File: config.mk
export PLATFORM = sky130hd
export DESIGN_NAME = image_header_info_parser_core
export DESIGN_NICKNAME = d
export VERILOG_FILES = /design/src/rtl/core/ihip_pkg.sv /design/src/rtl/core/image_header_info_parser_core.sv
export SDC_FILE = /design/constraint.sdc
export NUM_CORES = 2
export LEC_CHECK = 0
export BUFFER_PORTS_ARGS = -buffer_cell sky130_fd_sc_hd__buf_2
export CAP_MARGIN = 40
export CORE_ASPECT_RATIO = 0.7
export CORE_MARGIN = 2
export CORE_UTILIZATION = 34
export DETAILED_ROUTE_END_ITERATION = 7
export PLACE_DENSITY = 0.46
export SYNTH_ARGS = -nofsm -noshare
export SYNTH_HDL_FRONTEND = slang
export SYNTH_SLANG_ARGS = --single-unit
export TNS_END_PERCENT = 5
File: constraint.sdc
create_clock -name aclk -period 18 [get_ports aclk]
set_input_delay 5.4 -clock aclk [delete_from_list [all_inputs] [get_ports aclk]]
set_output_delay 5.4 -clock aclk [all_outputs]
set_load 0.02 [all_outputs]
File: src/rtl/core/ihip_pkg.sv
// Package for the image header parser core: parse phases, format codes,
// signature table and byte-insert helpers. No dependencies.
package ihip_pkg;

    localparam int LENGTH_BITS_DEF = 32;

    typedef enum logic [4:0] {
        PH_SIG, PH_DONE, PH_PNG_HDR, PH_PNG_IHDR, PH_PNG_SKIP, PH_PNG_PLTE,
        PH_JPG_FIND, PH_JPG_PAD, PH_JPG_SOF, PH_JPG_LEN, PH_JPG_SKIP, PH_BMP,
        PH_GIF_HDR, PH_GIF_SKIP, PH_GIF_TAG, PH_GIF_LABEL, PH_GIF_BSIZE,
        PH_GIF_BSKIP, PH_GIF_IMG
    } phase_t;

    localparam logic [2:0] FMT_NONE = 3'd0;
    localparam logic [2:0] FMT_PNG  = 3'd1;
    localparam logic [2:0] FMT_JPEG = 3'd2;
    localparam logic [2:0] FMT_BMP  = 3'd3;
    localparam logic [2:0] FMT_GIF  = 3'd4;

    localparam logic [31:0] TAG_IHDR = 32'h4948_4452;
    localparam logic [31:0] TAG_PLTE = 32'h504C_5445;
    localparam logic [31:0] DIV3_RECIP = 32'hAAAA_AAAB;

    // expected signature byte at a given offset
    function automatic logic [7:0] sig_at(logic [2:0] fmt, logic [2:0] off);
        logic [7:0] r;
        r = 8'd0;
        case (fmt)
            FMT_PNG: begin
                case (off)
                    3'd0: r = 8'd137;
                    3'd1: r = 8'd80;
                    3'd2: r = 8'd78;
                    3'd3: r = 8'd71;
                    3'd4: r = 8'd13;
                    3'd5: r = 8'd10;
                    3'd6: r = 8'd26;
                    default: r = 8'd10;
                endcase
            end
            FMT_JPEG: r = (off == 3'd0) ? 8'hFF : (off == 3'd1) ? 8'hD8 : 8'h00;
            FMT_BMP:  r = (off == 3'd0) ? 8'h42 : (off == 3'd1) ? 8'h4D : 8'h00;
            FMT_GIF:  r = (off == 3'd0) ? 8'h47 : (off == 3'd1) ? 8'h49 :
                          (off == 3'd2) ? 8'h46 : 8'h00;
            default:  r = 8'd0;
        endcase
        return r;
    endfunction

    function automatic logic [2:0] sig_len(logic [2:0] fmt);
        logic [2:0] r;
        case (fmt)
            FMT_PNG:  r = 3'd0;  // 8, wraps in 3 bits
            FMT_JPEG: r = 3'd2;
            FMT_BMP:  r = 3'd2;
            FMT_GIF:  r = 3'd3;
            default:  r = 3'd1;
        endcase
        return r;
    endfunction

    // OR a byte into a little-endian word at byte position idx
    function automatic logic [31:0] put_byte(logic [31:0] v, logic [1:0] idx,
                                             logic [7:0] b);
        return v | (32'(b) << {idx, 3'b000});
    endfunction

endpackage

File: src/rtl/core/image_header_info_parser_core.sv
// Image header parser core: one byte per beat, one result beat per file.
// Depends on ihip_pkg.
//
//  channel | direction | handshake          | payload
//  s_      | in        | s_valid / s_ready  | s_byte_in, s_last_byte
//  m_      | out       | m_valid / m_ready  | m_format, m_success, m_width,
//          |           |                    | m_height, m_bits_per_pixel, m_colors
//
// One byte beat per cycle unless stalled; the parse state updates in the cycle
// of the beat. The result register loads on the deciding byte (or on the last
// byte) and shows the beat in the next cycle. s_ready is low only while a result
// waits with m_ready low. Synchronous active-low reset clears the parse state.
// The PLTE length / 3 comes from a reciprocal multiply registered each cycle.
module image_header_info_parser_core #(
    parameter int LENGTH_BITS = ihip_pkg::LENGTH_BITS_DEF
) (
    input  logic        aclk,
    input  logic        aresetn,
    input  logic        s_valid,
    output logic        s_ready,
    input  logic [7:0]  s_byte_in,
    input  logic        s_last_byte,
    output logic        m_valid,
    input  logic        m_ready,
    output logic [2:0]  m_format,
    output logic        m_success,
    output logic [30:0] m_width,
    output logic [30:0] m_height,
    output logic [15:0] m_bits_per_pixel,
    output logic [31:0] m_colors
);
    import ihip_pkg::*;

    localparam logic [LENGTH_BITS-1:0] LEN_MAX = {LENGTH_BITS{1'b1}};

    phase_t                 phase_reg, phase_next;
    logic [2:0]             fmt_reg, fmt_next;
    logic [LENGTH_BITS-1:0] off_reg, off_next;
    logic [LENGTH_BITS-1:0] skip_reg, skip_next;
    logic [3:0]             fs_reg, fs_next;
    logic [31:0]            seg_reg, seg_next;
    logic [31:0]            tag_reg, tag_next;
    logic [31:0]            wid_reg, wid_next;
    logic [31:0]            hgt_reg, hgt_next;
    logic [15:0]            bpp_reg, bpp_next;
    logic [31:0]            col_reg, col_next;
    logic [7:0]             gflags_reg, gflags_next;
    logic                   dec_reg, dec_next;
    logic [31:0]            div3_reg;
    logic [63:0]            div3_prod;

    logic                   m_valid_reg;
    logic [2:0]             m_format_reg;
    logic                   m_success_reg;
    logic [30:0]            m_width_reg, m_height_reg;
    logic [15:0]            m_bpp_reg;
    logic [31:0]            m_colors_reg;

    logic        accept, emit_hit, emit_ok, good;
    logic [2:0]  emit_fmt;
    logic [7:0]  b;
    logic [5:0]  off6;
    logic        off_small;
    logic [32:0] seg_plus4;
    logic [9:0]  gif_col;
    logic [11:0] gif_col3;
    logic [23:0] jpg_prod;

    assign accept    = s_valid && s_ready;
    assign s_ready   = !m_valid_reg || m_ready;
    assign b         = s_byte_in;
    assign off6      = off_reg[5:0];
    assign off_small = (off_reg < LENGTH_BITS'(64));
    assign seg_plus4 = {1'b0, seg_reg} + 33'd4;
    assign gif_col   = 10'd2 << gflags_reg[2:0];
    assign gif_col3  = 12'(gif_col) * 12'd3;
    assign jpg_prod  = bpp_reg * 24'(b);
    assign div3_prod = 64'(seg_reg) * 64'(DIV3_RECIP);

    always_comb begin
        phase_next  = phase_reg;
        fmt_next    = fmt_reg;
        off_next    = (off_reg != LEN_MAX) ? off_reg + 1'b1 : off_reg;
        skip_next   = skip_reg;
        fs_next     = fs_reg;
        seg_next    = seg_reg;
        tag_next    = tag_reg;
        wid_next    = wid_reg;
        hgt_next    = hgt_reg;
        bpp_next    = bpp_reg;
        col_next    = col_reg;
        gflags_next = gflags_reg;
        dec_next    = dec_reg;
        emit_hit    = 1'b0;
        emit_ok     = 1'b0;

        if (!dec_reg) begin
            case (phase_reg)
                PH_SIG: begin
                    if (off_reg == '0) begin
                        if (b == 8'd137)      fmt_next = FMT_PNG;
                        else if (b == 8'hFF)  fmt_next = FMT_JPEG;
                        else if (b == 8'h42)  fmt_next = FMT_BMP;
                        else if (b == 8'h47)  fmt_next = FMT_GIF;
                        else begin
                            fmt_next = FMT_NONE;
                            emit_hit = 1'b1;
                        end
                    end else if (off_reg >= LENGTH_BITS'(8) ||
                                 b != sig_at(fmt_reg, off_reg[2:0])) begin
                        fmt_next = FMT_NONE;
                        emit_hit = 1'b1;
                    end else if (off_reg[2:0] + 3'd1 == sig_len(fmt_reg)) begin
                        fs_next = '0;
                        case (fmt_reg)
                            FMT_PNG:  phase_next = PH_PNG_HDR;
                            FMT_JPEG: phase_next = PH_JPG_FIND;
                            FMT_BMP:  phase_next = PH_BMP;
                            default:  phase_next = PH_GIF_HDR;
                        endcase
                    end
                end
                PH_PNG_HDR: begin
                    if (fs_reg < 4'd4) seg_next = {seg_reg[23:0], b};
                    else               tag_next = {tag_reg[23:0], b};
                    fs_next = fs_reg + 4'd1;
                    if (fs_reg == 4'd7) begin
                        fs_next = '0;
                        if (tag_next == TAG_IHDR) begin
                            if (seg_reg != 32'd13) emit_hit = 1'b1;
                            else begin
                                wid_next   = '0;
                                hgt_next   = '0;
                                bpp_next   = '0;
                                phase_next = PH_PNG_IHDR;
                            end
                        end else if (off_reg == LENGTH_BITS'(15)) begin
                            emit_hit = 1'b1;
                        end else if (tag_next == TAG_PLTE) begin
                            col_next   = div3_reg;
                            skip_next  = LENGTH_BITS'(4);
                            phase_next = PH_PNG_PLTE;
                        end else begin
                            skip_next  = (seg_plus4 > 33'(LEN_MAX)) ? LEN_MAX
                                                               : LENGTH_BITS'(seg_plus4);
                            phase_next = PH_PNG_SKIP;
                        end
                    end
                end
                PH_PNG_IHDR: begin
                    if (fs_reg < 4'd4)       wid_next = {wid_reg[23:0], b};
                    else if (fs_reg < 4'd8)  hgt_next = {hgt_reg[23:0], b};
                    else if (fs_reg == 4'd8) bpp_next = 16'(b);
                    fs_next = fs_reg + 4'd1;
                    if (fs_reg == 4'd9) begin
                        fs_next  = '0;
                        emit_hit = 1'b1;
                        emit_ok  = 1'b1;
                        case (b)
                            8'd0: bpp_next = bpp_reg;
                            8'd2: bpp_next = 16'(bpp_reg * 16'd3);
                            8'd3: begin
                                bpp_next   = 16'd24;
                                emit_hit   = 1'b0;
                                skip_next  = LENGTH_BITS'(7);
                                phase_next = PH_PNG_SKIP;
                            end
                            8'd4: bpp_next = 16'(bpp_reg * 16'd2);
                            8'd6: bpp_next = 16'(bpp_reg * 16'd4);
                            default: emit_ok = 1'b0;
                        endcase
                    end
                end
                PH_PNG_SKIP: begin
                    if (skip_reg != '0) skip_next = skip_reg - 1'b1;
                    if (skip_next == '0) begin
                        fs_next    = '0;
                        phase_next = PH_PNG_HDR;
                    end
                end
                PH_PNG_PLTE: begin
                    if (skip_reg != '0) skip_next = skip_reg - 1'b1;
                    if (skip_next == '0) begin
                        emit_hit = 1'b1;
                        emit_ok  = 1'b1;
                    end
                end
                PH_JPG_FIND: begin
                    if (b == 8'hFF) phase_next = PH_JPG_PAD;
                end
                PH_JPG_PAD: begin
                    if (b != 8'hFF) begin
                        fs_next  = '0;
                        seg_next = '0;
                        if (b[7:4] == 4'hC && b != 8'hC4 && b != 8'hC8 && b != 8'hCC)
                            phase_next = PH_JPG_SOF;
                        else if (b == 8'hDA || b == 8'hD9)
                            emit_hit = 1'b1;
                        else
                            phase_next = PH_JPG_LEN;
                    end
                end
                PH_JPG_SOF: begin
                    fs_next = fs_reg + 4'd1;
                    if (fs_reg < 4'd2) begin
                        seg_next = {seg_reg[23:0], b};
                        if (fs_reg == 4'd1 && seg_next < 32'd8) emit_hit = 1'b1;
                    end else if (fs_reg == 4'd2) begin
                        bpp_next = 16'(b);
                    end else if (fs_reg < 4'd5) begin
                        hgt_next = {hgt_reg[23:0], b};
                    end else if (fs_reg < 4'd7) begin
                        wid_next = {wid_reg[23:0], b};
                    end else begin
                        bpp_next = jpg_prod[15:0];
                        col_next = '0;
                        emit_hit = 1'b1;
                        emit_ok  = 1'b1;
                    end
                end
                PH_JPG_LEN: begin
                    seg_next = {seg_reg[23:0], b};
                    fs_next  = fs_reg + 4'd1;
                    if (fs_reg != 4'd0) begin
                        if (seg_next < 32'd2) emit_hit = 1'b1;
                        else begin
                            skip_next  = LENGTH_BITS'(seg_next - 32'd2);
                            phase_next = (seg_next != 32'd2) ? PH_JPG_SKIP : PH_JPG_FIND;
                        end
                    end
                end
                PH_JPG_SKIP: begin
                    if (skip_reg != '0) skip_next = skip_reg - 1'b1;
                    if (skip_next == '0) phase_next = PH_JPG_FIND;
                end
                PH_BMP: begin
                    if (off_small && off6 >= 6'd14 && off6 <= 6'd17) begin
                        seg_next = put_byte(seg_reg, 2'(off6 - 6'd14), b);
                    end else if (off_reg >= LENGTH_BITS'(18) && seg_reg == 32'd12) begin
                        if (off_small && off6 <= 6'd19)
                            wid_next = put_byte(wid_reg, 2'(off6 - 6'd18), b);
                        else if (off_small && off6 <= 6'd21)
                            hgt_next = put_byte(hgt_reg, 2'(off6 - 6'd20), b);
                        else if (off_small && (off6 == 6'd24 || off6 == 6'd25)) begin
                            bpp_next = 16'(put_byte(32'(bpp_reg), 2'(off6 - 6'd24), b));
                            if (off6 == 6'd25) begin
                                col_next = (bpp_next <= 16'd8) ? 32'd1 << bpp_next[3:0]
                                                               : 32'd0;
                                emit_hit = 1'b1;
                                emit_ok  = 1'b1;
                            end
                        end
                    end else if (off_reg >= LENGTH_BITS'(18)) begin
                        if (off_small && off6 <= 6'd21)
                            wid_next = put_byte(wid_reg, 2'(off6 - 6'd18), b);
                        else if (off_small && off6 <= 6'd25)
                            hgt_next = put_byte(hgt_reg, 2'(off6 - 6'd22), b);
                        else if (off_small && (off6 == 6'd28 || off6 == 6'd29))
                            bpp_next = 16'(put_byte(32'(bpp_reg), 2'(off6 - 6'd28), b));
                        else if (off_small && off6 >= 6'd46 && off6 <= 6'd49) begin
                            col_next = put_byte(col_reg, 2'(off6 - 6'd46), b);
                            if (off6 == 6'd49) begin
                                if (bpp_reg <= 16'd8)
                                    col_next = (col_next != '0) ? col_next
                                                                : 32'd1 << bpp_reg[3:0];
                                else
                                    col_next = '0;
                                emit_hit = 1'b1;
                                emit_ok  = 1'b1;
                            end
                        end
                    end
                end
                PH_GIF_HDR: begin
                    if ((off_reg == LENGTH_BITS'(3) && b != 8'h38) ||
                        (off_reg == LENGTH_BITS'(4) && b != 8'h37 && b != 8'h39) ||
                        (off_reg == LENGTH_BITS'(5) && b != 8'h61)) begin
                        emit_hit = 1'b1;
                    end else begin
                        if (off_reg == LENGTH_BITS'(10)) gflags_next = b;
                        if (off_reg == LENGTH_BITS'(12)) begin
                            col_next = 32'(gif_col);
                            bpp_next = 16'd3 * (16'(gflags_reg[6:4]) + 16'd1);
                            if (gflags_reg[7]) begin
                                skip_next  = LENGTH_BITS'(gif_col3);
                                phase_next = PH_GIF_SKIP;
                            end else begin
                                phase_next = PH_GIF_TAG;
                            end
                        end
                    end
                end
                PH_GIF_SKIP: begin
                    if (skip_reg != '0) skip_next = skip_reg - 1'b1;
                    if (skip_next == '0) phase_next = PH_GIF_TAG;
                end
                PH_GIF_TAG: begin
                    if (b == 8'h21) phase_next = PH_GIF_LABEL;
                    else if (b == 8'h2C) begin
                        fs_next    = '0;
                        wid_next   = '0;
                        hgt_next   = '0;
                        phase_next = PH_GIF_IMG;
                    end else emit_hit = 1'b1;
                end
                PH_GIF_LABEL: phase_next = PH_GIF_BSIZE;
                PH_GIF_BSIZE: begin
                    if (b == 8'd0) phase_next = PH_GIF_TAG;
                    else begin
                        skip_next  = LENGTH_BITS'(b);
                        phase_next = PH_GIF_BSKIP;
                    end
                end
                PH_GIF_BSKIP: begin
                    if (skip_reg != '0) skip_next = skip_reg - 1'b1;
                    if (skip_next == '0) phase_next = PH_GIF_BSIZE;
                end
                PH_GIF_IMG: begin
                    if (fs_reg == 4'd4 || fs_reg == 4'd5)
                        wid_next = put_byte(wid_reg, 2'(fs_reg - 4'd4), b);
                    else if (fs_reg == 4'd6 || fs_reg == 4'd7)
                        hgt_next = put_byte(hgt_reg, 2'(fs_reg - 4'd6), b);
                    if (fs_reg == 4'd7) begin
                        emit_hit = 1'b1;
                        emit_ok  = 1'b1;
                    end else fs_next = fs_reg + 4'd1;
                end
                default: ;
            endcase
            if (emit_hit) begin
                dec_next   = 1'b1;
                phase_next = PH_DONE;
            end
        end

        emit_fmt = fmt_next;
        // file ends undecided: failure beat
        if (s_last_byte && !dec_next) begin
            emit_hit = 1'b1;
            emit_ok  = 1'b0;
            if (phase_next == PH_SIG) emit_fmt = FMT_NONE;
        end
        good = emit_ok && wid_next != '0 && !wid_next[31] && hgt_next != '0 && !hgt_next[31];
    end

    always_ff @(posedge aclk) begin
        div3_reg <= {1'b0, div3_prod[63:33]};
        if (!aresetn || (accept && s_last_byte)) begin
            phase_reg  <= PH_SIG;
            fmt_reg    <= FMT_NONE;
            off_reg    <= '0;
            skip_reg   <= '0;
            fs_reg     <= '0;
            seg_reg    <= '0;
            tag_reg    <= '0;
            wid_reg    <= '0;
            hgt_reg    <= '0;
            bpp_reg    <= '0;
            col_reg    <= '0;
            gflags_reg <= '0;
            dec_reg    <= 1'b0;
        end else if (accept) begin
            phase_reg  <= phase_next;
            fmt_reg    <= fmt_next;
            off_reg    <= off_next;
            skip_reg   <= skip_next;
            fs_reg     <= fs_next;
            seg_reg    <= seg_next;
            tag_reg    <= tag_next;
            wid_reg    <= wid_next;
            hgt_reg    <= hgt_next;
            bpp_reg    <= bpp_next;
            col_reg    <= col_next;
            gflags_reg <= gflags_next;
            dec_reg    <= dec_next;
        end
    end

    always_ff @(posedge aclk) begin
        if (!aresetn) begin
            m_valid_reg <= 1'b0;
        end else if (accept && emit_hit) begin
            m_valid_reg <= 1'b1;
        end else if (m_ready) begin
            m_valid_reg <= 1'b0;
        end
        if (accept && emit_hit) begin
            m_format_reg  <= emit_fmt;
            m_success_reg <= good;
            m_width_reg   <= good ? wid_next[30:0] : '0;
            m_height_reg  <= good ? hgt_next[30:0] : '0;
            m_bpp_reg     <= good ? bpp_next : '0;
            m_colors_reg  <= good ? col_next : '0;
        end
    end

    assign m_valid          = m_valid_reg;
    assign m_format         = m_format_reg;
    assign m_success        = m_success_reg;
    assign m_width          = m_width_reg;
    assign m_height         = m_height_reg;
    assign m_bits_per_pixel = m_bpp_reg;
    assign m_colors         = m_colors_reg;

endmodule

## Word level (Yosys, flattened, before mapping)

Index checks and enable logic that the tools add are counted.

| word-level totals | value |
|---|---|
| output and inout bits | 116 |
| flip-flop bits (word level) | 407 |
| logic and storage cells | 496 |

| cells by class | value |
|---|---|
| eq/ne operators | 96 |
| multiply operators | 5 |
| muxes and demuxes | 246 |
| order comparisons | 20 |
| reductions and logical operators | 69 |
| bitwise gates (word level) | 11 |
| add/sub/neg operators | 16 |
| shifts and indexed selects | 12 |

Operators by type and width:

| operator | number |
|---|---|
| $mux W32 | 94 |
| $pmux W32 S6 | 2 |
| $mux W16 | 23 |
| $pmux W32 S10 | 1 |
| $or A32 B32 Y32 | 7 |
| $shl A8 B5 Y32 | 7 |
| $logic_not A32 Y1 | 6 |
| $pmux W16 S5 | 2 |
| $pmux W32 S5 | 1 |
| $mux W5 | 26 |
| $eq A32 B4 Y1 const B | 4 |
| $pmux W32 S4 | 1 |
| $reduce_bool A32 Y1 | 4 |
| $pmux W5 S14 | 1 |
| $eq A32 B3 Y1 const B | 2 |
| $eq A32 B31 Y1 const B | 2 |
| $mul A32 B32 Y64 const B | 1 |
| $shl A1 B4 Y32 const A | 2 |
| $mux W1 | 52 |
| $pmux W8 S6 | 1 |
| $mux W4 | 11 |
| $ne A2 B2 Y1 const B | 22 |
| $mux W3 | 14 |
| $eq A5 B4 Y1 const B | 8 |
| 85 further kinds | 181 |

## Logic depth before layout (Yosys ltp)

| logic depth | value |
|---|---|
| depth in word-level cells | 24 |
| depth in mapped cells | 27 |

## Least setup slack after synthesis

Ideal clock, no wire load.

| timing path | value |
|---|---|
| path type | input-to-reg |
| start point | input port s_byte_in[5] |
| end point | register m_bpp_reg[0] (netlist: m_bits_per_pixel[0]) (enable) |
| arrival | 12.603 ns |
| stages on the path | 10 |
| slack | 4.770 ns |
| library setup time | 0.627 ns |
| cell sequence | clkbuf_1 > nor3_1 > clkbuf_1 > a41oi_1 > nor3b_1 > o21bai_1 > o311a_1 > o2111ai_1 > nor3_1 > a21oi_1 |

| between the ends | value |
|---|---|
| word-level cells in the longest chain between the ends | 14 |
| elaborated cells between the ends (all ways) | 66 |
| those cells by class | order compare: 2; eq/ne: 20; mux: 29; reduce/logical: 15 |

Ends and longest elaborated chain:

| what | RTL line | text |
|---|---|---|
| from (decl) | image_header_info_parser_core.sv:21 | `input logic [7:0] s_byte_in,` |
| parallel branches: the longest is 6 deep, another holds $lt A32 B4 Y1 | -- |  |
| $pmux W1 S11 (*) | image_header_info_parser_core.sv:98 | `case (phase_reg)` |
| $mux W1 (*) | image_header_info_parser_core.sv:97 | `if (!dec_reg) begin` |
| $mux W1 | image_header_info_parser_core.sv:330 | `if (emit_hit) begin` |
| $mux W1 | image_header_info_parser_core.sv:97 |  |
| $logic_not A1 Y1 | image_header_info_parser_core.sv:338 | `if (s_last_byte && !dec_next) begin` |
| $logic_and A1 B1 Y1 | image_header_info_parser_core.sv:338 |  |
| $mux W1 (*) | image_header_info_parser_core.sv:338 |  |
| $logic_and A1 B1 Y1 (*) | image_header_info_parser_core.sv:387 | `if (accept && emit_hit) begin` |
| to (signal assigned) | image_header_info_parser_core.sv:392 | `m_bpp_reg <= good ? bpp_next : '0;` |
| to (decl) | image_header_info_parser_core.sv:56 | `logic [15:0] m_bpp_reg;` |

Mark *: on every way between the ends. The select of a mux whose other input is x is not followed.
A chain may end at the register's enable or synchronous reset.

## Final worst setup path

| timing path | value |
|---|---|
| start point | input port s_byte_in[4] |
| end point | register m_bpp_reg[15] (netlist: m_bits_per_pixel[15]) (data pin) |

| between the ends | value |
|---|---|
| word-level cells in the longest chain between the ends | 17 |
| elaborated cells between the ends (all ways) | 140 |
| those cells by class | mul: 1; order compare: 2; eq/ne: 23; shift: 5; mux: 80; bitwise: 5; reduce/logical: 24 |

Ends and longest elaborated chain:

| what |
|---|
| parallel branches: the longest is 17 deep, another holds $mul A16 B8 Y16 |

Parallel ways; which one is timed is not known. The select of a mux whose other input is x is not followed.

==> reports/qor.yml <==
drt:
  drt-initial-drc-count: 6480
  avgRoutedWirePerCell_um: 28.89
  first_pass_iters: 8
  routed_via_density: 5.996
  ant_nets: 0
  drc: 7
  vias: 43250
  routed_wirelength_mm: 208.4
global_routing:
  overflow: 0
  grt_pass1_wl_mm: 298.9
  antenna_found_initial: 11
  grt_max_degree: 150
  grt_pass1_vias: 40220
  grt_usage_pct: 29.92
floorplan:
  coreArea_mm2: 0.1330
  die_height_um: 309.8
  initial_core_util_pct: 34.16
  die-area_mm2: 0.1366
  rows: 112
  chipWidth_um: 440.9
  num_io_pins: 129
setup_path:
  critPathTopFamily: "adder cells"
  r2r_end: "div3_reg[30]$_DFF_P_"
  slowest_delay_ns: 0.60
  rrSetupSlack_ns: 8.87
  worst-path-buf-inv: 5
  cp_max_fo: 19
  required_ns: 18.36
  r2r-start: "seg_reg[13]$_SDFFE_PP0P_"
  cpMaxStageDelayCell: "a2111oi_0"
  critPathKind: "in2reg"
  cp-end-kind: "flip-flop"
  rr_worst_depth: 25
  critPathLaunchType: "input port"
  critical_path_arrival_ns: 11.64
  critPathMostFrequentCell: "fa_1"
  crit_chain: "buf_2 > buf_4 > inv_2 > nor2_1 > fa_1 > fa_1 > fa_1 > inv_1 > fa_1 > inv_1 > ha_1 > or2_2 > a21o_1 > o21a_1 > a41o_1 > o41ai_1 > xnor2_1 > o221ai_1 > a2111oi_0 > nor4_1"
synth:
  synth_ff_type: "dfxtp_1"
  syn_area_mm2: 0.04543
  ys_seq_area_share_pct: 20.40
  ys_types: 93
  yosysMostFrequentCell: "inv_1"
  yosys-top-cells-area: "fa_1 (19%), dfxtp_1 (13%), ha_1 (12%)"
  async_flop_share_pct: 0
  synth_nets: 6245
  ys_ff_latch: 406
  yosysTopAreaCell: "fa_1"
  syn_avg_cell_area_um2: 8.442
  synth_edf_count: 114
  synth_top_cell_area_share_pct: 18.59
  synth_common_cells: "inv_1 (624), nor2_1 (490), ha_1 (428), fa_1 (422), nand2_1 (398)"
  synth_cells: 5382
  synth_warnings: 0
sta:
  fin_tns_setup_ns: 0
  max_freq_mhz: 88.70
  finalSetupViolCount: 0
  min_period_ns: 11.27
  hold_violations: 0
  skew_ns: 0.05546
  rsz0062_at_grt: "false"
  report.final.slew_viol_count: 0
  slew_headroom_pct: 31.99
  period_share_pct: 62.63
  tightest_slew_ns: 1.006
clock_network:
  cts_resized: 0
  clock_latency_ns: 0.67
  cts_hold_buf: 0
  clock-root-buffer: "clkbuf_16"
  cts_setup_buffers: 0
  clk_path_buf_depth: 3
  path_clk_slew_ns: 0.07
  cts_tree: "yes"
  htree_levels: 2
  cts.sinks: 406
  cts_buffers: 44
finish:
  area_growth_pct: 9.944
  drive_gt1_share_pct: 8.211
  layout.nets: 6274
  final_area_mm2: 0.04995
status:
  status: "complete, but fails checks"
  failed_checks: "design-rule violations"
worst_hold_path:
  worstHoldStart: "tag_reg[30]$_SDFFE_PP0P_"
  hold_path_end: "tag_reg[30]$_SDFFE_PP0P_"
  min_path_cells: 2
  min_path_type: "reg2reg"
job:
  maxCapViolCount: 0
pwr:
  ir_worst_vdd_uv: 60.17
  p_per_area_mw_per_mm2: 47.31
  p_leak_nw: 21.73
placed_design:
  io_buffer_count: 128
  dp_hpwl_mm: 164.0
  globalplace.congestion: 1.013
  placed_cell_area_mm2: 0.04845
worst max path at each step:
stage                      start                                  to  slack [ns]  cells after the start
floorplan           s_byte_in[5]   m_bits_per_pixel[0]$_SDFFCE_PN0P_        4.77                     10
global placement    s_byte_in[4]  m_bits_per_pixel[15]$_SDFFCE_PN0P_        6.31                     20
detailed placement  s_byte_in[4]  m_bits_per_pixel[15]$_SDFFCE_PN0P_        6.23                     20
CTS                      m_ready                             s_ready        6.75                      3
global route        s_byte_in[4]  m_bits_per_pixel[15]$_SDFFCE_PN0P_        6.56                     20
finish              s_byte_in[4]  m_bits_per_pixel[15]$_SDFFCE_PN0P_        6.73                     20
power by group:
| group | internal, mW | switching [mW] | leakage, nW | total (mW) |
|---|---|---|---|---|
| Combinational | 0.0986 | 0.279 | 17.5 | 0.377 |
| Clock | 0.539 | 0.451 | 0.710 | 0.990 |
| Sequential | 0.972 | 0.0240 | 3.49 | 0.996 |
| Total | 1.61 | 0.754 | 21.7 | 2.36 |
metrics by stage:
step / power (mW) / instances / hold WS (ns) / setup slack [ns] / utilization, %
after floorplan: 1.235 / 5382 / 0.4316 / 4.770 / -
after global placement: 1.378 / 7109 / 0.4482 / 6.306 / 36.26
after detailed placement: 1.378 / 7131 / 0.4540 / 6.228 / 36.43
after CTS: 2.366 / 7210 / 0.4619 / 6.751 / 37.55
after global routing: 2.438 / 7212 / 0.4841 / 6.561 / 37.56
final: 2.363 / 7214 / 0.4556 / 6.726 / 37.56
kinds of logic (layout without fill, tap and decap cells):
logic type | Yosys count | in the layout | synth area share (%)
xor+xnor | 190 | 190 | 3.663
mux | 25 | 25 | 0.5783
compound gates | 1238 | 1238 | 18.26
buf+inv | 956 | 1018 | 8.218
flops | 406 | 406 | 20.40
fa+ha+maj | 850 | 850 | 30.38
simple gates | 1716 | 1716 | 18.50
other cells | 1 | 4 | 0.008254
layout by cell type (no fill, tap or decap), drive strengths merged, types with 27 or more instances in the layout:
master,synthesis,routed
a211oi,88,88
a21o,49,49
a21oi,322,322
a221oi,34,34
a222oi,39,39
a22oi,87,87
a31oi,42,42
and2,48,48
and3,27,27
buf,49,303
clkbuf,271,56
dfxtp,292,292
edfxtp,114,114
fa,422,422
ha,428,428
inv,628,632
nand2,398,398
nand2b,37,37
nand3,110,110
nand4,69,69
nor2,491,491
nor2b,42,42
nor3,236,236
nor4,69,69
o21a,28,28
o21ai,235,235
or3,34,34
or4,36,36
xnor2,119,119
xor2,71,71
cell type report:
type | count | area (um^2)
fill | 13790 | 83040
multi-input combinational | 4020 | 32560
sequential | 406 | 9269
inverter | 636 | 2387
tap | 1767 | 2211
timing repair buffer | 303 | 2034
clock buffer | 56 | 1166
clock inverter | 23 | 321.6
antenna | 3 | 7.507
tightest hold or removal path: stages (launching register included):
cell	delay [ns]
dfxtp_1	0.30
nand2_1	0.05
a21oi_1	0.05
routing by layer:
metal / wire, um / GRT usage, %
met1: 103400 / 48.82
met2: 75680 / 37.28
met3: 25200 / 9.032
met4: 3911 / 4.992
met5: 184 / 0.4909
(Power assumes the default switching activity.)
